**src/design/hpt_ram.sv**
```systemverilog
// Generic single-write, single-read synchronous RAM with registered read.
// No dependencies.
module hpt_ram #(
  parameter int WIDTH = 8,
  parameter int DEPTH = 16,
  localparam int AW   = (DEPTH > 1) ? $clog2(DEPTH) : 1
) (
  input  logic             clk,
  input  logic             we,
  input  logic [AW-1:0]    waddr,
  input  logic [WIDTH-1:0] wdata,
  input  logic             re,
  input  logic [AW-1:0]    raddr,
  output logic [WIDTH-1:0] rdata
);

  logic [WIDTH-1:0] mem [DEPTH];
  logic [WIDTH-1:0] rdata_r;

  always_ff @(posedge clk) begin
    if (we) begin
      mem[waddr] <= wdata;
    end
    if (re) begin
      rdata_r <= mem[raddr];
    end
  end

  assign rdata = rdata_r;

endmodule

```
**config.mk**
```make
export PLATFORM = sky130hd
export DESIGN_NAME = hpt_ram
export DESIGN_NICKNAME = d
export VERILOG_FILES = /design/src/design/hpt_ram.sv
export SDC_FILE = /design/constraint.sdc
export NUM_CORES = 1
export LEC_CHECK = 0
export ABC_AREA = 1
export BUFFER_PORTS_ARGS = -buffer_cell sky130_fd_sc_hd__buf_2
export CAP_MARGIN = 20
export CORE_ASPECT_RATIO = 1.1
export CORE_MARGIN = 3
export CORE_UTILIZATION = 30
export CTS_BUF_LIST = sky130_fd_sc_hd__clkbuf_2
export DETAILED_ROUTE_END_ITERATION = 10
export GPL_ROUTABILITY_DRIVEN = 0
export MAX_ROUTING_LAYER = met4
export PLACE_DENSITY = 0.42
export SLEW_MARGIN = 10
export SYNTH_ARGS = -nofsm -noshare
export SYNTH_HDL_FRONTEND = slang
export SYNTH_SLANG_ARGS = --single-unit
```
**constraint.sdc**
```tcl
create_clock -name clk -period 1.1 [get_ports clk]
set_input_delay 0 -clock clk [delete_from_list [all_inputs] [get_ports clk]]
set_output_delay 0 -clock clk [all_outputs]
set_load 0.01 [all_outputs]
```
==> metrics.cfg, run 1 <==
[outcome]
status = complete, but fails checks
failed_checks = setup timing

[sta]
layout_setup_ws_ps = -241
report.final.setup_viol = 20
fin_crit_sh = 1.22
rsz0062_at_grt = yes
maxSlewViolCount = 0
skew_ps = 32.0
worst_pin_slew_ps = 777
max_slew_margin = 0.481
fin_crit_ps = 1340
hold_viol = 0
fmax_mhz = 746

[setup_path]
cp-start-kind = register
cp_slowest_cell = edfxtp_1
worstReg2RegEnd = rdata[3]
crit_buf_inv = 1
reg2reg_from = mem[0][3]
crit_arrival_ps = 1340
path_cells = buf_6
end_kind = primary output
critPathKind = register to primary output
crit_family = flip-flops
reg2reg_slack_ps = -10
max_stage_delay_ps = 480
ff2ff_path_depth = 6
cp_max_fo = 1
required_ps = 1100

[global_routing]
grt_pass1_vias = 4034
grt_overflow_total = 0
grt_pass1_wl_um = 23900
grt_busiest_layer = met2
met1_usage = 0.199
met3_usage = 0.0308
grt_max_degree = 55
use_met2 = 0.251
antenna_found_initial = 1
global_route.usage.total = 0.156

[floorplanning]
initial_core_util = 0.312
die_area_um2 = 21200
row_count = 52
fp.dieH_um = 152
pin_count = 27
core_um2 = 18700
die_x_um = 139

[pwr]
p_leak_nw = 3.08
p_total_mw = 10.8
p_per_area_nw_per_um2 = 1500
peakVddDrop_uv = 565

[clock_network]
cts_sinks = 136
htreeDepth = 4
cts-root-buf = clkbuf_2
cts_tree = yes
path_clk_slew_ps = 220
clk_latency_ps = 720
postCtsSetupBuffers = 0
clockBufferDepth = 2
cts-buffers-inserted = 17

[synthesis]
synth.avg_cell_area_um2 = 10.6
netlist-cell-type-count = 11
netlist_area_um2 = 5850
syn_inst = 551
ys_ff_latch = 136
ys_warn_count = 0
synth_top_area_frac = 0.698
yosysSeqAreaShare = 0.698
syn-num-nets = 570
synthTopCellsByArea = edfxtp_1, nand2_1, nand3_1
yosysTopAreaCell = edfxtp_1

[min_path]
hold_path_end = rdata[7]
hp-class = primary input to register
min_path_cells = 6
hold_start = raddr[1]

[routing]
vias = 3945
wl_um = 15500
via_per_inst = 4.50
ant_nets = 0
firstDrtPassIters = 4
initialDrtViolationCount = 332
drc_errors = 0
wl_per_cell_um = 17.7

[flow_run]
drv_cap = 0

[place]
io_buffers = 26
post-place-ws_ps = -342
hpwl_um = 9570
dp_cells = 825

[cells_and_area]
fill_cells = 1865
layout_common_cells = nand2_1, edfxtp_1, inv_1
instances_no_fill = 876
nets = 638
areaGrowthSynthToFinish_pct = 23.7
drive_above_1_share = 0.244
layout_commonest_cell = nand2_1

## how the worst max path moves through the flow
stage | cells past startpoint | startpoint | slack, ps | to
final | 1 | rdata[5] | -240 | rdata[5]
after global routing | 1 | rdata[5] | -360 | rdata[5]
after CTS | 1 | rdata[5] | -320 | rdata[5]
after detailed placement | 9 | raddr[0] | -340 | rdata[1]
after global placement | 9 | raddr[0] | -350 | rdata[1]
after floorplan | 2 | waddr[2] | 150 | mem[10][0]
## metal layers
metal	routed length [µm]	up-vias
li1	-	1915
met1	7190	1959
met2	7620	54
met3	411	17
met4	250	0
met5	0	-
## per-stage QoR
stage	util	instance area, µm²	setup TNS [ps]	hold WS (ps)
finish	0.386	7230	-2700	126
global route	0.386	7230	-4110	96.1
CTS	0.377	7060	-3370	46.4
detailed placement	0.341	6380	-2230	392
global placement	0.341	6380	-2180	393
floorplan	-	5850	0	98.9
## tightest hold or removal path: cells and delay by family
| kind | cells | cell delay (ps) |
|---|---|---|
| buf+inv | 2 | 370 |
| simple gates | 4 | 320 |
## power breakdown
group / switching (mW) / leakage, nW / internal [mW]
sequential: 0.0346 / 1.24 / 5.83
clock: 1.87 / 0.193 / 2.17
combinational: 0.610 / 1.65 / 0.318
## logic make-up after synthesis
family | share of synthesized area
AND/OR/NAND/NOR | 0.208
buffers and inverters | 0.0939
flip-flops | 0.698
## state kept, by name (all words and copies together), names as in the netlist
name	cells
mem	128
rdata	8
## synthesized netlist by cell type (all sizes together)
cell type and n:
nand3b 2, buf 24, nand3 97, edfxtp 136, nor2 17, inv 102
nand2 173
## repair_timing
action	CTS	global route
hold endpoints to repair	272	116
hold buffers	18	4
gates resized for setup	33	41
pin swaps	27	27
setup endpoints to repair	16	24
## layout make-up
type,instances,area [µm²],share of cell area
antenna,1,2.50,0.000346
clock inverter,14,253,0.0350
tap,243,304,0.0420
sequential,136,4080,0.565
inverter,102,383,0.0530
clock buffer,18,90.1,0.0125
multi-input combinational,289,1530,0.211
timing repair buffer,73,588,0.0813
Power figures use the tool's default switching activity.
==> run 2, diff against run 1 <==
--- a/config.mk
+++ b/config.mk
@@ -11,7 +11,7 @@
 export CORE_ASPECT_RATIO = 1.1
 export CORE_MARGIN = 3
 export CORE_UTILIZATION = 30
-export CTS_BUF_LIST = sky130_fd_sc_hd__clkbuf_2
+export CTS_BUF_LIST = sky130_fd_sc_hd__clkbuf_8
 export DETAILED_ROUTE_END_ITERATION = 10
 export GPL_ROUTABILITY_DRIVEN = 0
 export MAX_ROUTING_LAYER = met4
==> run 2 against run 1 <==
The flow still finishes with violations (setup timing). Via count fell by 0.58%. Setup slack better by 230 ps. First-iteration DRC count shrank 18%. Hold slack worse by 65 ps. Clock power rose by 26%. Register-to-register slack barely moved. Sequential share of layout area barely moved. Global-route usage is essentially flat. Die area unchanged. Critical endpoint is now rdata[7].
==> metrics.cfg, run 2 (synthesis results as in run 1) <==
[routing]
initialDrtViolationCount = 273
firstDrtPassIters = 4
wl_per_cell_um = 17.7
drc_errors = 0
vias = 3922
wl_um = 15400
ant_nets = 0
via_per_inst = 4.52

[setup_path]
required_ps = 1320
crit_family = simple AND/OR/NAND/NOR gates
path_cells = inv_1 -> nand2_1 -> nand3_1 -> nand3_2 -> nand3_2 -> nand2_1
cp_max_fo = 1
max_stage_delay_ps = 370
cp_slowest_cell = edfxtp_1
critPathKind = register to register
end_kind = register
crit_arrival_ps = 1330
crit_buf_inv = 1
cp-start-kind = register

[cells_and_area]
diodes = 0
top_register = mem
layout_commonest_cell = nand2_1
nets = 631
largest_reg_flops = 128
areaGrowthSynthToFinish_pct = 23.6
drive_above_1_share = 0.208
postLayoutCoreUtil = 0.386
layout_common_cells = nand2_1, edfxtp_1, inv_1
fill_cells = 1856

[sta]
hold_viol = 0
max_slew_margin = 0.506
layout_setup_ws_ps = -11.4
fin_crit_sh = 1.01
worst_pin_slew_ps = 739
report.final.setup_viol = 2
maxSlewViolCount = 0
fmax_mhz = 900
skew_ps = 11.1
fin_crit_ps = 1110
rsz0062_at_grt = yes
setup_tns_ps = -14.0

[floorplanning]
die_x_um = 139
fp.dieH_um = 152
initial_core_util = 0.312
core_um2 = 18700
pin_count = 27
row_count = 52
die_area_um2 = 21200

[clock_network]
clockBufferDepth = 2
htreeDepth = 4
clk_latency_ps = 460
postCtsSetupBuffers = 0
cts_tree = yes
path_clk_slew_ps = 80
cts-buffers-inserted = 17
cts-root-buf = clkbuf_8
cts_sinks = 136

[pwr]
p_leak_nw = 3.07
peakVddDrop_uv = 761
p_total_mw = 11.8
p_per_area_nw_per_um2 = 1640

[flow_run]
drv_cap = 0

[global_routing]
grt_pass1_wl_um = 23800
grt_max_degree = 55
grt_overflow_total = 0
grt_pass1_vias = 4013
global_route.usage.total = 0.156
antenna_found_initial = 0

[place]
post-place-ws_ps = -342
hpwl_um = 9570
io_buffers = 26

[outcome]
failed_checks = setup timing
status = complete, but fails checks

[min_path]
hp-class = primary input to register

[run 2: worst reg2reg max path, cell delays in order (launching register included)]
cell and delay (ps):
edfxtp_1 370, inv_1 60, nand2_1 50, nand3_1 100
nand3_2 120, nand3_2 100, nand2_1 70
[run 2: final cells by class]
class | count | area (µm²) | share of cell area
repair buffers | 66 | 514 | 0.0712
flip-flops and latches | 136 | 4080 | 0.565
inverters | 102 | 383 | 0.0530
well taps | 243 | 304 | 0.0421
multi-input cells | 289 | 1450 | 0.201
clock inverters | 15 | 256 | 0.0355
clock buffers | 17 | 234 | 0.0324
[run 2: per-stage QoR]
stage | area [µm²] | hold slack, ps | cells
after floorplan | 5850 | 98.9 | 551
after global placement | 6380 | 393 | 825
after detailed placement | 6380 | 392 | 825
after CTS | 7110 | 35.9 | 868
after global routing | 7220 | 66.4 | 868
final | 7220 | 61.7 | 868
[run 2: report_power, final]
group,switching [mW],internal [mW]
combinational,0.591,0.294
sequential,0.0346,5.83
clock,1.97,3.13
total,2.59,9.25
[run 2: timing repair]
| action | in CTS | in global routing |
|---|---|---|
| resized for setup | 26 | 24 |
| pin swaps | 18 | 10 |
| hold endpoints to repair | 123 | 0 |
| endpoints found under the setup margin | 8 | 9 |
| cloned | 0 | 0 |
| hold buffers | 11 | 0 |
[run 2: final timing paths]
path                                  from        to  slack (ps)  depth (start not counted)
worst max register to register   mem[0][7]  rdata[7]         -10                          6
worst min register to register  mem[10][6]  rdata[6]         750                          6
worst min-delay path              raddr[3]  rdata[5]          60                          4
worst max-delay path             mem[0][7]  rdata[7]         -10                          6
[run 2: routing by layer]
metal | up-vias | share of wire | GRT usage
met4 | 0 | 0.021 | 0.0550
met3 | 24 | 0.031 | 0.0323
met5 | - | 0 | -
met2 | 71 | 0.49 | 0.251
li1 | 1901 | - | -
met1 | 1926 | 0.46 | 0.196
==> run 3, diff against run 2 <==
--- a/config.mk
+++ b/config.mk
@@ -16,6 +16,7 @@
 export GPL_ROUTABILITY_DRIVEN = 0
 export MAX_ROUTING_LAYER = met4
 export PLACE_DENSITY = 0.42
+export RECOVER_POWER = 25
 export SLEW_MARGIN = 10
 export SYNTH_ARGS = -nofsm -noshare
 export SYNTH_HDL_FRONTEND = slang
==> run 3 against run 2 <==
The run still ends with setup timing left. First-iteration DRC count increased by 1.1%. Hold slack about the same. Die area unchanged. Wire length increased by 0.32%. Final cell count unchanged. Clock power about the same. Final area decreased by 0.59%. Sequential share of layout area increased by 0.33 points. Setup slack got worse by 8.8 ps. Highest routed layer unchanged.
==> metrics.cfg, run 3 (synthesis results as in run 1) <==
[flow_run]
drv_cap = 0

[place]
hpwl_um = 9570
io_buffers = 26
dpl-instance-area_um2 = 6380
dp_cells = 825
post-place-ws_ps = -342

[routing]
wl_um = 15400
drc_errors = 0
vias = 3951
initialDrtViolationCount = 276
via_per_inst = 4.55
ant_nets = 0
wl_per_cell_um = 17.8
firstDrtPassIters = 4

[pwr]
peakVddDrop_uv = 768
power_frac_seq = 0.496
internal-power_mw = 9.25
combPwrFrac = 0.074
p_leak_nw = 3.02
p_clk_frac = 0.430
p_sw_mw = 2.59
p_total_mw = 11.8
p_per_area_nw_per_um2 = 1650
switching_share = 0.219

[clock_network]
clk_latency_ps = 460
path_clk_slew_ps = 80
cts-root-buf = clkbuf_8
htreeDepth = 4
clockBufferDepth = 2
cts_sinks = 136
cts_tree = yes
cts-buffers-inserted = 17
postCtsSetupBuffers = 0

[global_routing]
grt_max_degree = 55
global_route.usage.total = 0.156
antenna_found_initial = 0
grt_pass1_wl_um = 23800
grt_overflow_total = 0
grt_pass1_vias = 4013

[cells_and_area]
fin_area_um2 = 7180
nets = 631
areaGrowthSynthToFinish_pct = 22.8
drive_above_1_share = 0.186
top_register = mem
diodes = 0
postLayoutCoreUtil = 0.383
instances_no_fill = 868
largest_reg_flops = 128
layout_common_cells = nand2_1, edfxtp_1, inv_1
layout_commonest_cell = nand2_1

[floorplanning]
die_area_um2 = 21200
die_x_um = 139
initial_core_util = 0.312
fp.dieH_um = 152
core_um2 = 18700
pin_count = 27
row_count = 52

[setup_path]
cp.depth = 6
cp_max_fo = 1
critPathKind = register to register
ff2ff_path_depth = 6
end_kind = register
required_ps = 1320
crit_buf_inv = 1
crit_arrival_ps = 1340
path_cells = inv_1 -> nand2_1 -> nand3_1 -> nand3_2 -> nand3_2 -> nand2_1
crit_family = simple AND/OR/NAND/NOR gates
max_stage_delay_ps = 370
cp-start-kind = register
cp_slowest_cell = edfxtp_1

[sta]
max_slew_margin = 0.488
hold_slack_ps = 61.7
fin_crit_ps = 1120
report.final.setup_viol = 1
skew_ps = 10.6
maxSlewViolCount = 0
fmax_mhz = 893
hold_viol = 0
fin_crit_sh = 1.02
rsz0062_at_grt = yes
layout_setup_ws_ps = -20.1
setup_tns_ps = -20.1
worst_pin_slew_ps = 767

[outcome]
status = complete, but fails checks
failed_checks = setup timing

[min_path]
min_path_cells = 4
hp-class = primary input to register

[run 3: cell count changes in the layout (fill, tap and decap cells not counted), sizes merged]
cell	delta
buf	-14
clkbuf	+14
[run 3: layout make-up]
type,count,area (µm²)
fillers,1865,11600
flip-flops and latches,136,4080
multi-input cells,289,1450
repair buffers,66,472
inverters,102,383
well taps,243,304
clock inverters,15,256
clock buffers,17,234
[run 3: layer usage]
layer | GRT usage | wire, µm | part of all wire | up-vias
li1 | - | - | - | 1902
met1 | 0.196 | 6850 | 0.44 | 1937
met2 | 0.251 | 7580 | 0.49 | 88
met3 | 0.0323 | 660 | 0.043 | 24
met4 | 0.0550 | 342 | 0.022 | 0
met5 | - | 0 | 0 | -
[run 3: timing repair]
action,4_1_cts,5_1_grt
hold buffers,11,0
setup endpoints to repair,8,9
endpoints found under the hold margin,123,0
gates resized for setup,26,24
pin swaps,18,10
[run 3: worst reg2reg max path, delay by kind of cell, from the launching register on]
family | cells | cell delay (ps)
simple gates | 5 | 450
flops | 1 | 370
buf+inv | 1 | 60
[run 3: worst paths after layout]
kind	start	endpoint	slack, ps
worst min-delay path	raddr[3]	rdata[6]	60
worst max register to register	mem[0][7]	rdata[7]	-20
worst min register to register	mem[10][6]	rdata[6]	750
worst max-delay path	mem[0][7]	rdata[7]	-20
[run 3: power groups by stage]
stage                     Clock, mW  Combinational [mW]  Sequential (mW)
after CTS                      5.19               0.863             5.87
after global placement            0               0.792             5.98
after global routing           5.43               0.979             5.88
after detailed placement          0               0.792             5.98
after floorplan                   0               0.409             5.99
final                          5.09               0.878             5.87
