--- src/design/hpt_pkg.sv ---
// Package for the hysteresis peak tracker.
// Holds default sizes, fixed field widths, reset values and the status,
// operation and register index codes. No dependencies.
package hpt_pkg;

  // Defaults for the top-level parameters
  localparam int PEAK_DEPTH_DEF  = 1024;
  localparam int SAMPLE_BITS_DEF = 12;
  localparam int TIME_BITS_DEF   = 16;

  // Fixed field widths
  localparam int OP_W      = 2;
  localparam int ELAPSED_W = 16;
  localparam int HYST_W    = 11;
  localparam int STATUS_W  = 3;
  localparam int CFG_IDX_W = 2;

  // Register reset values
  localparam int HYST_RST      = 30;
  localparam int START_POS_RST = 100;
  localparam int START_NEG_RST = -100;

  typedef enum logic [OP_W-1:0] {
    OP_SAMPLE = 2'd0,
    OP_READ   = 2'd1,
    OP_CLEAR  = 2'd2
  } op_t;

  typedef enum logic [STATUS_W-1:0] {
    ST_IGNORED = 3'd0,
    ST_NEW     = 3'd1,
    ST_EXTEND  = 3'd2,
    ST_FULL    = 3'd3,
    ST_READ    = 3'd4,
    ST_CLEARED = 3'd5
  } status_t;

  typedef enum logic [CFG_IDX_W-1:0] {
    CFG_HYST      = 2'd0,
    CFG_START_POS = 2'd1,
    CFG_START_NEG = 2'd2
  } cfg_reg_t;

  // Control part of a result on its way to the output register
  typedef struct packed {
    status_t status;
    logic    rd_hit;   // read reply comes from the store, else zeros
  } res_ctl_t;

endpackage

--- src/design/hpt_tracker.sv ---
// Peak tracking core: configuration registers, current peak registers and
// the per-item decision; issues store writes and read requests.
// Depends on hpt_pkg.
module hpt_tracker import hpt_pkg::*; #(
  parameter int PEAK_DEPTH  = PEAK_DEPTH_DEF,
  parameter int SAMPLE_BITS = SAMPLE_BITS_DEF,
  parameter int TIME_BITS   = TIME_BITS_DEF,
  localparam int IDX_W      = $clog2(PEAK_DEPTH),
  localparam int CNT_W      = $clog2(PEAK_DEPTH + 1),
  localparam int CFG_W      = (SAMPLE_BITS > HYST_W) ? SAMPLE_BITS : HYST_W,
  localparam int ENTRY_W    = 1 + TIME_BITS + SAMPLE_BITS
) (
  input  logic                          clk,
  input  logic                          rst_n,
  // configuration writes
  input  logic                          cfg_we,
  input  logic [CFG_IDX_W-1:0]          cfg_index,
  input  logic [CFG_W-1:0]              cfg_data,
  // accepted item
  input  logic                          take,
  input  logic [OP_W-1:0]               operation,
  input  logic signed [SAMPLE_BITS-1:0] sample,
  input  logic [ELAPSED_W-1:0]          elapsed,
  input  logic [IDX_W-1:0]              read_index,
  // store access
  output logic                          mem_we,
  output logic [IDX_W-1:0]              mem_waddr,
  output logic [ENTRY_W-1:0]            mem_wdata,
  output logic                          mem_re,
  // result of this item
  output res_ctl_t                      res_ctl,
  output logic [IDX_W-1:0]              res_index,
  output logic signed [SAMPLE_BITS-1:0] res_value,
  output logic [TIME_BITS-1:0]          res_time,
  output logic                          res_pos,
  output logic [CNT_W-1:0]              res_count
);

  localparam int CMP_W = ((SAMPLE_BITS > HYST_W) ? SAMPLE_BITS : HYST_W) + 2;
  localparam int EW    = (TIME_BITS > ELAPSED_W) ? TIME_BITS : ELAPSED_W;
  localparam logic [TIME_BITS-1:0] TIME_MAX = {TIME_BITS{1'b1}};

  // Configuration registers
  logic [HYST_W-1:0]             hyst_r;
  logic signed [SAMPLE_BITS-1:0] start_pos_r;
  logic signed [SAMPLE_BITS-1:0] start_neg_r;

  // Current peak state
  logic [CNT_W-1:0]              count_r, count_nxt;
  logic signed [SAMPLE_BITS-1:0] cur_val_r, cur_val_nxt;
  logic [TIME_BITS-1:0]          cur_time_r, cur_time_nxt;
  logic                          cur_pos_r, cur_pos_nxt;

  // Decision signals
  logic [EW-1:0]           el_wide;
  logic [TIME_BITS-1:0]    el;
  logic [TIME_BITS:0]      sum;
  logic [TIME_BITS-1:0]    ext_time;
  logic signed [CMP_W-1:0] vx, cx, hx;
  logic                    new_max, new_min, extend, full;
  logic [IDX_W-1:0]        last_idx;

  always_ff @(posedge clk) begin
    if (!rst_n) begin
      hyst_r      <= HYST_W'(HYST_RST);
      start_pos_r <= SAMPLE_BITS'(START_POS_RST);
      start_neg_r <= SAMPLE_BITS'(START_NEG_RST);
    end else if (cfg_we) begin
      unique case (cfg_index)
        CFG_HYST:      hyst_r      <= cfg_data[HYST_W-1:0];
        CFG_START_POS: start_pos_r <= cfg_data[SAMPLE_BITS-1:0];
        CFG_START_NEG: start_neg_r <= cfg_data[SAMPLE_BITS-1:0];
        default: ;
      endcase
    end
  end

  always_ff @(posedge clk) begin
    if (!rst_n) begin
      count_r    <= '0;
      cur_val_r  <= '0;
      cur_time_r <= '0;
      cur_pos_r  <= 1'b0;
    end else begin
      count_r    <= count_nxt;
      cur_val_r  <= cur_val_nxt;
      cur_time_r <= cur_time_nxt;
      cur_pos_r  <= cur_pos_nxt;
    end
  end

  // Elapsed clamp, saturating time sum and the peak comparisons
  always_comb begin
    el_wide = EW'(elapsed);
    el      = (el_wide > EW'(TIME_MAX)) ? TIME_MAX : el_wide[TIME_BITS-1:0];
    sum      = {1'b0, cur_time_r} + {1'b0, el};
    ext_time = sum[TIME_BITS] ? TIME_MAX : sum[TIME_BITS-1:0];
    vx = CMP_W'(sample);
    cx = CMP_W'(cur_val_r);
    hx = $signed(CMP_W'(hyst_r));
    new_max = 1'b0;
    new_min = 1'b0;
    extend  = 1'b0;
    if (count_r == '0) begin
      new_max = (sample >= start_pos_r);
      new_min = (sample < start_neg_r);
      if (new_max) begin
        new_min = 1'b0;
      end
    end else if (vx > cx) begin
      extend  = cur_pos_r;
      new_max = !cur_pos_r && (vx > cx + hx);
    end else begin
      extend  = !cur_pos_r;
      new_min = cur_pos_r && (vx < cx - hx);
    end
    full     = (count_r == CNT_W'(PEAK_DEPTH));
    last_idx = IDX_W'(count_r - CNT_W'(1));
  end

  // Next state, store access and result
  always_comb begin
    count_nxt    = count_r;
    cur_val_nxt  = cur_val_r;
    cur_time_nxt = cur_time_r;
    cur_pos_nxt  = cur_pos_r;
    mem_we       = 1'b0;
    mem_waddr    = count_r[IDX_W-1:0];
    mem_re       = 1'b0;
    res_ctl      = '{status: ST_IGNORED, rd_hit: 1'b0};
    res_index    = '0;
    res_value    = '0;
    res_time     = '0;
    res_pos      = 1'b0;

    unique case (operation)
      OP_READ: begin
        mem_re         = take;
        res_ctl.status = ST_READ;
        res_ctl.rd_hit = (CNT_W'(read_index) < count_r);
        res_index      = read_index;
      end
      OP_CLEAR: begin
        count_nxt      = '0;
        cur_val_nxt    = '0;
        cur_time_nxt   = '0;
        cur_pos_nxt    = 1'b0;
        res_ctl.status = ST_CLEARED;
      end
      OP_SAMPLE: begin
        if (extend) begin
          cur_val_nxt    = sample;
          cur_time_nxt   = ext_time;
          mem_we         = 1'b1;
          mem_waddr      = last_idx;
          res_ctl.status = ST_EXTEND;
          res_index      = last_idx;
          res_value      = sample;
          res_time       = ext_time;
          res_pos        = cur_pos_r;
        end else if (new_max || new_min) begin
          if (full) begin
            res_ctl.status = ST_FULL;
          end else begin
            count_nxt      = count_r + CNT_W'(1);
            cur_val_nxt    = sample;
            cur_time_nxt   = el;
            cur_pos_nxt    = new_max;
            mem_we         = 1'b1;
            res_ctl.status = ST_NEW;
            res_index      = count_r[IDX_W-1:0];
            res_value      = sample;
            res_time       = el;
            res_pos        = new_max;
          end
        end
      end
      default: ;
    endcase

    // Nothing changes unless an item is taken
    if (!take) begin
      count_nxt    = count_r;
      cur_val_nxt  = cur_val_r;
      cur_time_nxt = cur_time_r;
      cur_pos_nxt  = cur_pos_r;
      mem_we       = 1'b0;
    end
    res_count = count_nxt;
    mem_wdata = {cur_pos_nxt, cur_time_nxt, cur_val_nxt};
  end

endmodule

--- config.mk ---
export PLATFORM = sky130hd
export DESIGN_NAME = hpt_tracker
export DESIGN_NICKNAME = d
export VERILOG_FILES = /design/src/design/hpt_pkg.sv /design/src/design/hpt_tracker.sv
export SDC_FILE = /design/constraint.sdc
export NUM_CORES = 1
export LEC_CHECK = 0
export BUFFER_PORTS_ARGS = -buffer_cell sky130_fd_sc_hd__buf_2
export CAP_MARGIN = 20
export CORE_MARGIN = 4
export CORE_UTILIZATION = 31
export CTS_CLUSTER_SIZE = 14
export DETAILED_ROUTE_END_ITERATION = 8
export SYNTH_ARGS = -nofsm -noshare
export SYNTH_HDL_FRONTEND = slang
export SYNTH_SLANG_ARGS = --single-unit
export TNS_END_PERCENT = 100
--- constraint.sdc ---
create_clock -name clk -period 11.92 [get_ports clk]
set_clock_uncertainty 0.05 [all_clocks]
set_input_delay 1.788 -clock clk [delete_from_list [all_inputs] [get_ports clk]]
set_output_delay 1.788 -clock clk [all_outputs]
set_load 0.005 [all_outputs]
==> metrics.cfg, run 1 <==
[global_routing]
track_usage_pct = 18.6
antenna_found_initial = 0
grt_pass1_vias = 7905
gr-total-overflow = 0
grt_max_degree = 33
grt_pass1_wl_mm = 42.7

[timing]
slew_headroom_pct = 28.7
rsz0062_at_grt = no
finalSetupViolations = 0
tns_ns = 0
worst_pin_slew_ns = 1.07
hold_viol = 0
max_freq_mhz = 125
fin_crit_ns = 7.98
hold_ws_ns = 0.399
slew_violations = 0
fin_crit_sh_pct = 66.9

[worst_setup_path]
ff2ff_path_depth = 22
ff2ff_setup_slack_ns = 6.20
start_kind = register
worstSetupPathType = register to output pin
crit_start = cur_val_r[0]
endpoint_kind = output pin
reg2reg_to = cur_val_r[2]
worstReg2RegStart = cur_val_r[0]
endpoint = mem_wdata[3]
required_ns = 10.08
path_max_fanout = 24
arrival_ns = 6.14

[power]
leakage_nw = 4.24
power_density_mw_per_mm2 = 94.2
vdd.ir_drop.worst_uv = 68.1

[routing]
ant_nets = 0
drt_wl_total_mm = 26.9
post_drt_wl_per_cell_um = 17.9
dr.first_iter.drc_count = 539
first_pass_iters = 5
vias_per_cell = 5.50
via_count = 8263
drc = 0

[synth]
synthArstFlopShare_pct = 0
synth-seq-cells = 75
synth_cells = 1051
synth_nets = 1226
ys_warn_count = 0
synth_seq_area_share_pct = 19.1
yosys_most_used_dff = dfxtp_1
syn-cell-area_sq_mm = 0.00787
synth_edf_count = 0
ys_types = 73
syn-mean-instance-area_sq_um = 7.48

[floorplanning]
core_sq_mm = 0.0250
dieArea_sq_mm = 0.0280
start_util_pct = 31.4
die_w_um = 167
rows = 58
pin_count = 153
die_h_um = 167

[layout]
layout.cells.non_filler = 1501
layout.nets = 1341
antennaDiodeCount = 0
drive_gt1_share_pct = 17.5
area_growth_pct = 17.5
n_fill_cell = 2673

[place]
place_inst = 1483
gp_congestion = 0.880
portBuffers = 152
hpwlAfterDp_mm = 20.0

[clocking]
cts_hold_buffers = 0
clock_path_buffers = 2
h-tree-depth = 3
clock_latency_ns = 0.35
cts_resized = 0
numCtsBuffers = 9
clock_sink_count = 75
clockRootBuffer = clkbuf_16
cts_tree = yes
post-cts-setup-buffers = 0
clk_transition_reported_paths_ns = 0.06

[outcome]
status = complete, no violations

[min_path]
holdPathStages = 2
hold_class = register to register

[run]
cap_violations = 0

[worst min path at each step]
| stage | from | to |
|---|---|---|
| after global routing | start_pos_r[9] | start_pos_r[9] |
| after CTS | start_neg_r[0] | start_neg_r[0] |
| final | start_neg_r[0] | start_neg_r[0] |
| after detailed placement | start_neg_r[0] | start_neg_r[0] |
| after floorplan | start_neg_r[0] | start_neg_r[0] |
| after global placement | start_neg_r[0] | start_neg_r[0] |
[sequential cells by signal (all words and copies together) (netlist names)]
register / count
count_r: 11
cur_pos_r: 1
cur_time_r: 16
cur_val_r: 12
hyst_r: 11
start_neg_r: 12
start_pos_r: 12
[cell type report]
type	count	area, sq um	area share [%]
clock inverter	7	130	1.41
clock buffer	9	225	2.44
tap	330	413	4.47
multi-input combinational	830	5790	62.6
sequential	75	1500	16.2
inverter	89	334	3.61
timing repair buffer	161	850	9.19
[layer usage]
metal / global-route usage (%) / part of all wire, % / vias up
met2: 30.3 / 44 / 285
met5: 0 / 0 / -
met4: 5.72 / 2.9 / 0
met3: 2.64 / 5.8 / 51
li1: - / - / 4068
met1: 25.5 / 47 / 3859
[report_power, final]
part,total [W],internal [W],switching (W)
Combinational,0.000265,0.000102,0.000162
Sequential,0.000267,0.000259,0.00000785
Clock,0.000339,0.000209,0.000130
Total,0.000871,0.000571,0.000300
[metrics by stage]
step           power, W  instance area, sq um  worst slack (ns)  utilization, %
2_1_floorplan  0.000446                  7870              5.60               -
3_3_place_gp   0.000528                  8850              4.13            35.4
3_5_place_dp   0.000531                  8850              3.93            35.4
4_1_cts        0.000875                  9210              3.55            36.8
5_1_grt        0.000918                  9240              3.54            36.9
6_report       0.000871                  9240              3.94            36.9
[cells in the final DEF (no fill, tap or decap), types with 7 or more instances in the layout]
cell type,count
a21oi_1,82
nor2b_1,11
o21ai_0,54
or3_1,11
and2_1,10
a31oi_1,23
xnor2_1,33
a31o_2,7
nor4_1,7
nand2b_1,8
nand3_1,26
clkbuf_16,10
buf_2,152
ha_1,114
nor2_1,48
a211oi_1,11
and3_1,20
o31ai_1,11
a21o_1,11
a211o_1,10
o21a_1,7
nand4_1,18
buf_4,7
a22o_1,36
nand2_1,133
inv_1,87
o211ai_1,28
dfxtp_1,75
nor3_1,25
[critical path, cell delays in order (launching register included)]
cell      delay, ns
dfxtp_1        0.42
ha_1           0.21
inv_1          0.05
fa_1           0.40
o21bai_1       0.14
a21oi_1        0.11
o21bai_1       0.15
a21oi_1        0.11
o21ai_0        0.16
a21oi_1        0.13
o21ai_0        0.16
a21oi_1        0.10
xnor2_1        0.13
ha_1           0.30
nand4_1        0.13
or2_1          0.27
a311oi_2       0.23
nor3_1         0.09
or4b_4         0.53
and3_1         0.51
o21ai_2        0.47
buf_6          0.26
a31oi_1        0.13
o21ai_0        0.37
buf_2          0.19
[synth_stat cells, drive strengths merged, types with 27 or more instances]
cell type	number	share of area (%)
a21oi	82	5.2
clkbuf	47	2.2
ha	114	18
o21ai	58	3.8
inv	88	4.2
a22o	36	4.0
dfxtp	75	19
nor3	27	1.9
nand2	133	6.3
nor2	50	2.5
xnor2	33	3.7
o211ai	28	2.7
[kinds of logic after synthesis]
logic type      count (synthesis)  share of synthesized area [%]
simple gates                  340                           21.5
compound gates                334                           28.7
buf+inv                       146                           7.40
fa+ha+maj                     117                           18.9
flops                          75                           19.1
xor+xnor                       35                           3.90
mux                             4                          0.509
No activity file was read; power rests on OpenSTA's default activity.
==> run 2, diff against run 1 <==
==> constraint.sdc (replaced) <==
create_clock -name clk -period 8.3 [get_ports clk]
set_clock_uncertainty 0.05 [all_clocks]
set_input_delay 1.245 -clock clk [delete_from_list [all_inputs] [get_ports clk]]
set_output_delay 1.245 -clock clk [all_outputs]
set_load 0.005 [all_outputs]
==> run 2 against run 1 <==
Effect of this change:
- design area down 0.73%
- die area unchanged
- power up 37%
- cell count is the same
- non-clock buffer count is the same
- clock power up 25%
- sequential cell count stayed put
==> metrics.cfg, run 2 (synthesized netlist as in run 1, its figures left out) <==
[place]
hpwlAfterDp_mm = 20.2  ; was 20.0 mm
post-place-ws_ns = 1.50  ; was 3.93 ns
portBuffers = 152  ; unchanged
gp_congestion = 0.839  ; was 0.880

[clocking]
cts_tree = yes  ; unchanged
clock_path_buffers = 2  ; unchanged
numCtsBuffers = 9  ; unchanged
cts_hold_buffers = 0  ; unchanged
clk_transition_reported_paths_ns = 0.07  ; was 0.06 ns
cts_resized = 0  ; unchanged
clock_sink_count = 75  ; unchanged
post-cts-setup-buffers = 0  ; unchanged
h-tree-depth = 3  ; unchanged
clock_latency_ns = 0.35  ; about the same
clockRootBuffer = clkbuf_16  ; unchanged

[floorplanning]
die_w_um = 167  ; unchanged
dieArea_sq_mm = 0.0280  ; unchanged
core_sq_mm = 0.0250  ; unchanged
rows = 58  ; unchanged
start_util_pct = 31.4  ; unchanged
pin_count = 153  ; unchanged
die_h_um = 167  ; unchanged

[worst_setup_path]
worstSetupPathType = register to output pin  ; unchanged
required_ns = 7.01  ; was 10.08 ns
arrival_ns = 5.94  ; was 6.14 ns
cp_cell_sequence = ha_1, inv_1, fa_1, o21bai_1, a21oi_1, o21bai_1, a21oi_1, o21ai_0, a21oi_1, o211ai_1, a211o_1, ha_1, nand4_1, or2_1, o221ai_1, nor3_1, or4b_4, nand3_1, buf_4, nand4_1, or3_1, o21ai_0, buf_2  ; was ha_1, inv_1, fa_1, o21bai_1, a21oi_1, o21bai_1, a21oi_1, o21ai_0, a21oi_1, o21ai_0, a21oi_1, xnor2_1, ha_1, nand4_1, or2_1, a311oi_2, nor3_1, or4b_4, and3_1, o21ai_2, buf_6, a31oi_1, o21ai_0, buf_2
crit_slowest_cell = nand3_1  ; was or4b_4
path_max_fanout = 20  ; was 24
endpoint_kind = output pin  ; unchanged
start_kind = register  ; unchanged
critPathMostFrequentCell = a21oi_1  ; unchanged
cpPeakStageDelay_ns = 0.64  ; was 0.53 ns

[layout]
final_common_cell = buf_2  ; unchanged
drive_gt1_share_pct = 17.5  ; unchanged
largest_register = cur_time_r  ; unchanged
area_growth_pct = 16.6  ; was 17.5%
antennaDiodeCount = 0  ; unchanged
layout.nets = 1341  ; unchanged
largest_reg_flops = 16  ; unchanged
final_cell_mix = 152 x buf_2, 133 x nand2_1, 114 x ha_1  ; unchanged

[timing]
max_freq_mhz = 138
finalWorstSetupSlack_ns = 1.07  ; was 3.94 ns
fin_crit_ns = 7.23
finalSetupViolations = 0  ; unchanged
hold_viol = 0  ; unchanged
fin_crit_sh_pct = 87.1
rsz0062_at_grt = no  ; unchanged
tns_ns = 0  ; unchanged
slew_violations = 0  ; unchanged
slew_headroom_pct = 27.5  ; was 28.7%
worst_pin_slew_ns = 1.09  ; was 1.07 ns

[power]
leakage_nw = 4.21  ; was 4.24 nW
power_density_mw_per_mm2 = 130  ; was 94.2 mW/mm^2
vdd.ir_drop.worst_uv = 81.1  ; was 68.1 uV

[global_routing]
antenna_found_initial = 0  ; unchanged
grt_max_degree = 38  ; was 33
grt_pass1_wl_mm = 43.4  ; was 42.7 mm
grt_pass1_vias = 8026  ; was 7905
gr-total-overflow = 0  ; unchanged
track_usage_pct = 19.0  ; was 18.6%

[routing]
first_pass_iters = 5  ; unchanged
post_drt_wl_per_cell_um = 18.2  ; was 17.9 um
drc = 0  ; unchanged
ant_nets = 0  ; unchanged
via_count = 8399  ; was 8263
vias_per_cell = 5.60  ; was 5.50
dr.first_iter.drc_count = 670  ; was 539
drt_wl_total_mm = 27.3  ; was 26.9 mm

[outcome]
status = complete, no violations  ; unchanged

[run]
cap_violations = 0  ; unchanged

[min_path]
hold_class = register to register  ; unchanged

==> run 2: changes by cell type in the layout (fill, tap and decap cells not counted) <==
cell / before / now
inv_6: 2 / 3
buf_4: 7 / 9
clkinvlp_4: 0 / 1
clkbuf_16: 10 / 9
inv_8: 2 / 1
buf_6: 1 / 0
clkinv_4: 0 / 1
bufinv_16: 3 / 1
==> run 2: layer usage <==
layer  GRT usage [%]  routed length [um]  vias to the layer above
met5               0                   0                        -
met4            6.77                 782                        0
met3            3.52                1830                       48
met2            30.9               12200                      319
met1            25.4               12500                     3961
li1                -                   -                     4071
==> run 2: final cells by class <==
class / count / area [sq um]
multi-input combinational: 830 / 5790
clock inverter: 7 / 83.8
tap: 330 / 413
clock buffer: 9 / 225
sequential: 75 / 1500
timing repair buffer: 161 / 828
fill: 2687 / 15900
inverter: 89 / 334
==> run 2: path summary, 6_finish.rpt <==
kind | startpoint | to | slack [ns] | cells after the start
setup / recovery | cur_val_r[0] | res_count[10] | 1.07 | 23
hold / removal | start_neg_r[0] | start_neg_r[0] | 0.40 | 2
setup reg to reg | cur_val_r[0] | cur_val_r[4] | 2.24 | 21
hold reg to reg | start_neg_r[0] | start_neg_r[0] | 0.40 | 2
==> run 2: metrics by stage <==
| step | std cells | area, sq um | power [W] | hold WS [ns] | utilization (%) |
|---|---|---|---|---|---|
| after global placement | 1485 | 8870 | 0.000762 | 0.391 | 35.4 |
| after global routing | 1501 | 9180 | 0.00126 | 0.417 | 36.6 |
| after detailed placement | 1485 | 8870 | 0.000766 | 0.393 | 35.4 |
| final | 1501 | 9180 | 0.00119 | 0.401 | 36.6 |
| after floorplan | 1051 | 7870 | 0.000640 | 0.382 | - |
| after CTS | 1501 | 9180 | 0.00120 | 0.402 | 36.6 |
==> run 2: where the power goes <==
group | internal, W | switching (W) | leakage, nW | total [W]
Clock | 0.000239 | 0.000186 | 0.149 | 0.000425
Sequential | 0.000373 | 0.0000111 | 0.610 | 0.000384
Combinational | 0.000146 | 0.000234 | 3.45 | 0.000380
Total | 0.000758 | 0.000431 | 4.21 | 0.00119
==> run 2: worst max-delay path, delay by kind of cell (launching register included) <==
family          cells  cell delay (ns)
simple gates        7             2.19
flops               1             0.36
buf+inv             3             0.56
fa+ha+maj           3             0.75
compound gates     10             1.72
==> run 3, diff against run 2 <==
--- a/config.mk
+++ b/config.mk
@@ -5,12 +5,15 @@
 export SDC_FILE = /design/constraint.sdc
 export NUM_CORES = 1
 export LEC_CHECK = 0
+export ABC_AREA = 1
 export BUFFER_PORTS_ARGS = -buffer_cell sky130_fd_sc_hd__buf_2
 export CAP_MARGIN = 20
 export CORE_MARGIN = 4
 export CORE_UTILIZATION = 31
 export CTS_CLUSTER_SIZE = 14
 export DETAILED_ROUTE_END_ITERATION = 8
+export GPL_ROUTABILITY_DRIVEN = 0
+export REMOVE_ABC_BUFFERS = 1
 export SYNTH_ARGS = -nofsm -noshare
 export SYNTH_HDL_FRONTEND = slang
 export SYNTH_SLANG_ARGS = --single-unit
==> run 3 against run 2 <==
Effect of this change:
- critical path depth is 7 higher
- sequential power increased by 3%
- via count grew 2.4%
- area after synthesis grew 4.1%
- sequential share of layout area fell by 0.50 points
- design area grew 3.2%
- clock power shrank 13%
- critical path type unchanged
- first-iteration DRC count is 12% lower
- core utilization decreased by 0.33 points
==> metrics.cfg, run 3 <==
[timing]
fin_crit_sh_pct = 86.1  ; was 87.1%
fin_crit_ns = 7.14  ; was 7.23 ns
hold_viol = 0  ; unchanged
max_freq_mhz = 140  ; was 138 MHz
slew_headroom_pct = 39.4  ; was 27.5%
worst_pin_slew_ns = 0.902  ; was 1.09 ns
slew_violations = 0  ; unchanged
finalSetupViolations = 0  ; unchanged
tns_ns = 0  ; unchanged
rsz0062_at_grt = no  ; unchanged

[clocking]
clockRootBuffer = clkbuf_16  ; unchanged
clock_latency_ns = 0.35  ; about the same
clock_sink_count = 75  ; unchanged
cts_hold_buffers = 0  ; unchanged
clock_path_buffers = 2  ; unchanged
cts_tree = yes  ; unchanged
h-tree-depth = 3  ; unchanged
cts_resized = 0  ; unchanged
numCtsBuffers = 9  ; unchanged
clk_transition_reported_paths_ns = 0.06  ; was 0.07 ns
post-cts-setup-buffers = 0  ; unchanged

[layout]
area_growth_pct = 15.5  ; was 16.6%
layout.nets = 1571  ; was 1341
final_cell_mix = 304 x nand2_1, 177 x inv_1, 152 x buf_2  ; was 152 x buf_2, 133 x nand2_1, 114 x ha_1
drive_gt1_share_pct = 16.6  ; was 17.5%
final_common_cell = nand2_1  ; was buf_2
largest_register = cur_time_r  ; unchanged
layout.cells.non_filler = 1736  ; was 1501
antennaDiodeCount = 0  ; unchanged
n_fill_cell = 2826  ; was 2687
largest_reg_flops = 16  ; unchanged

[synth]
yosys_most_used_dff = dfxtp_1  ; unchanged
synth_most_common_cell = nand2_1  ; unchanged
ys_types = 52  ; was 73
synth_largest_area_cell = dfxtp_1  ; unchanged
ys_warn_count = 0  ; unchanged
synth_seq_area_share_pct = 18.3  ; was 19.1%
synthTopCellsByArea = dfxtp_1 18%, ha_1 17%, nand2_1 14%  ; was dfxtp_1 19%, ha_1 18%, nand2_1 6.3%
synth-seq-cells = 75  ; unchanged
synth_edf_count = 0  ; unchanged
syn-mean-instance-area_sq_um = 6.44  ; was 7.48 sq um
syn-cell-area_sq_mm = 0.00819  ; was 0.00787 sq mm
netlist_top_cells_count = 304 x nand2_1, 177 x inv_1, 114 x ha_1, 105 x nor2_1, 100 x a21oi_1  ; was 133 x nand2_1, 114 x ha_1, 87 x inv_1, 82 x a21oi_1, 75 x dfxtp_1
synth_cells = 1272  ; was 1051
synth.top_cell.area_share_pct = 18.3  ; was 19.1%
synthArstFlopShare_pct = 0  ; unchanged

[global_routing]
grt_max_degree = 38  ; unchanged
use_met2_pct = 30.8  ; was 30.9%
gr-total-overflow = 0  ; unchanged
use_met1_pct = 23.6  ; was 25.4%
busiest_layer = met2  ; unchanged
track_usage_pct = 18.1  ; was 19.0%
antenna_found_initial = 1  ; was 0
use_met3_pct = 2.75  ; was 3.52%
grt_pass1_vias = 8414  ; was 8026
grt_pass1_wl_mm = 42.5  ; was 43.4 mm

[routing]
dr.first_iter.drc_count = 591  ; was 670
post_drt_wl_per_cell_um = 15.2  ; was 18.2 um
vias_per_cell = 4.96  ; was 5.60
via_count = 8604  ; was 8399
drc = 0  ; unchanged
drt_wl_total_mm = 26.4  ; was 27.3 mm
first_pass_iters = 6  ; was 5
ant_nets = 0  ; unchanged

[worst_setup_path]
required_ns = 7.01  ; about the same
worstReg2RegStart = cur_val_r[0]  ; unchanged
ff2ff_path_depth = 30  ; was 21
path_max_fanout = 37  ; was 20
endpoint_kind = output pin  ; unchanged
crit_slowest_cell = dfxtp_1  ; was nand3_1
ff2ff_setup_slack_ns = 3.13  ; was 2.24 ns
arrival_ns = 5.85  ; was 5.94 ns
cpPeakStageDelay_ns = 0.40  ; was 0.64 ns
start_kind = register  ; unchanged
critPathMostFrequentCell = nand2_1  ; was a21oi_1
worstSetupPathType = register to output pin  ; unchanged
reg2reg_to = cur_val_r[7]  ; was cur_val_r[4]

[power]
p_sw_share_pct = 43.3  ; was 36.2%
intPower_w = 0.000801  ; was 0.000758 W
p_seq_share_pct = 28.0  ; was 32.3%
power_density_mw_per_mm2 = 149  ; was 130 mW/mm^2
p_clk_share_pct = 26.3  ; was 35.8%
leakage_nw = 5.19  ; was 4.21 nW
comb_power_share_pct = 45.7  ; was 32.0%
vdd.ir_drop.worst_uv = 91.4  ; was 81.1 uV
power_switching_w = 0.000612  ; was 0.000431 W

[outcome]
status = complete, no violations  ; unchanged

[run]
cap_violations = 0  ; unchanged

[place]
portBuffers = 152  ; unchanged
hpwlAfterDp_mm = 20.7  ; was 20.2 mm
place_inst = 1720  ; was 1485

[floorplanning]
start_util_pct = 31.4  ; about the same
dieArea_sq_mm = 0.0291  ; was 0.0280 sq mm
die_h_um = 171  ; was 167 um
core_sq_mm = 0.0261  ; was 0.0250 sq mm
rows = 59  ; was 58
die_w_um = 171  ; was 167 um
pin_count = 153  ; unchanged

[min_path]
hold-path-endpoint = start_pos_r[9]  ; was start_neg_r[0]
hold_class = register to register  ; unchanged
holdPathStages = 2  ; unchanged
min-delay-start = start_pos_r[9]  ; was start_neg_r[0]

-- run 3: cell count changes in the layout (fill, tap and decap cells not counted), sizes merged, moves of 27 or more --
cell,before,now
a22o,36,2
nand2,133,323
nand3,26,83
inv,92,187
xnor2,33,6
nor2,50,107
xor2,2,34
-- run 3: layer usage --
metal	up-vias	routed length (um)
li1	4442	-
met1	3909	12100
met2	204	12300
met3	47	1220
met4	2	701
met5	-	7
-- run 3: power by group through the flow --
stage | combinational (W) | sequential, W | clock (W)
2_1_floorplan | 0.000432 | 0.000399 | 0
3_3_place_gp | 0.000634 | 0.000403 | 0
3_5_place_dp | 0.000644 | 0.000404 | 0
4_1_cts | 0.000648 | 0.000395 | 0.000378
5_1_grt | 0.000734 | 0.000398 | 0.000396
6_report | 0.000646 | 0.000396 | 0.000371
-- run 3: per-stage QoR --
step / power, W / hold slack [ns] / utilization [%] / cell area, sq um / setup slack (ns)
floorplan: 0.000831 / 0.383 / - / 7960 / 2.64
global placement: 0.00104 / 0.394 / 35.3 / 9190 / 1.71
detailed placement: 0.00105 / 0.404 / 35.3 / 9190 / 1.52
CTS: 0.00142 / 0.414 / 36.3 / 9460 / 1.14
global route: 0.00153 / 0.436 / 36.3 / 9460 / 0.543
finish: 0.00141 / 0.409 / 36.3 / 9460 / 1.16
-- run 3: critical path, delay by kind of cell (launching register included) --
kind	cells	cell delay [ns]
xor+xnor	1	0.15
buf+inv	2	0.24
fa+ha+maj	3	0.90
flops	1	0.40
compound gates	4	0.80
simple gates	20	3.01
-- run 3: kinds of logic after synthesis --
| kind of cell | count (synthesis) | share of synthesized area [%] |
|---|---|---|
| simple gates | 567 | 30.7 |
| compound gates | 238 | 17.0 |
| buf+inv | 235 | 11.5 |
| fa+ha+maj | 117 | 18.1 |
| flops | 75 | 18.3 |
| xor+xnor | 40 | 4.28 |
-- run 3: area by class of cell --
| cell class | instances | area (sq um) | area share (%) |
|---|---|---|---|
| Clock inverter | 6 | 42.5 | 0.449 |
| Tap cell | 335 | 419 | 4.43 |
| Multi-Input combinational cell | 962 | 5750 | 60.8 |
| Timing Repair Buffer | 158 | 806 | 8.51 |
| Clock buffer | 10 | 229 | 2.42 |
| Sequential cell | 75 | 1500 | 15.9 |
| Inverter | 190 | 714 | 7.55 |
-- run 3: how the worst max path moves through the flow --
stage	end	startpoint	cells past startpoint
CTS	res_pos	cur_val_r[0]	30
detailed placement	res_pos	cur_val_r[0]	30
global placement	mem_we	cur_val_r[0]	32
floorplan	mem_wdata[22]	sample[11]	14
finish	mem_we	cur_val_r[0]	30
global route	res_value[11]	cur_val_r[0]	32
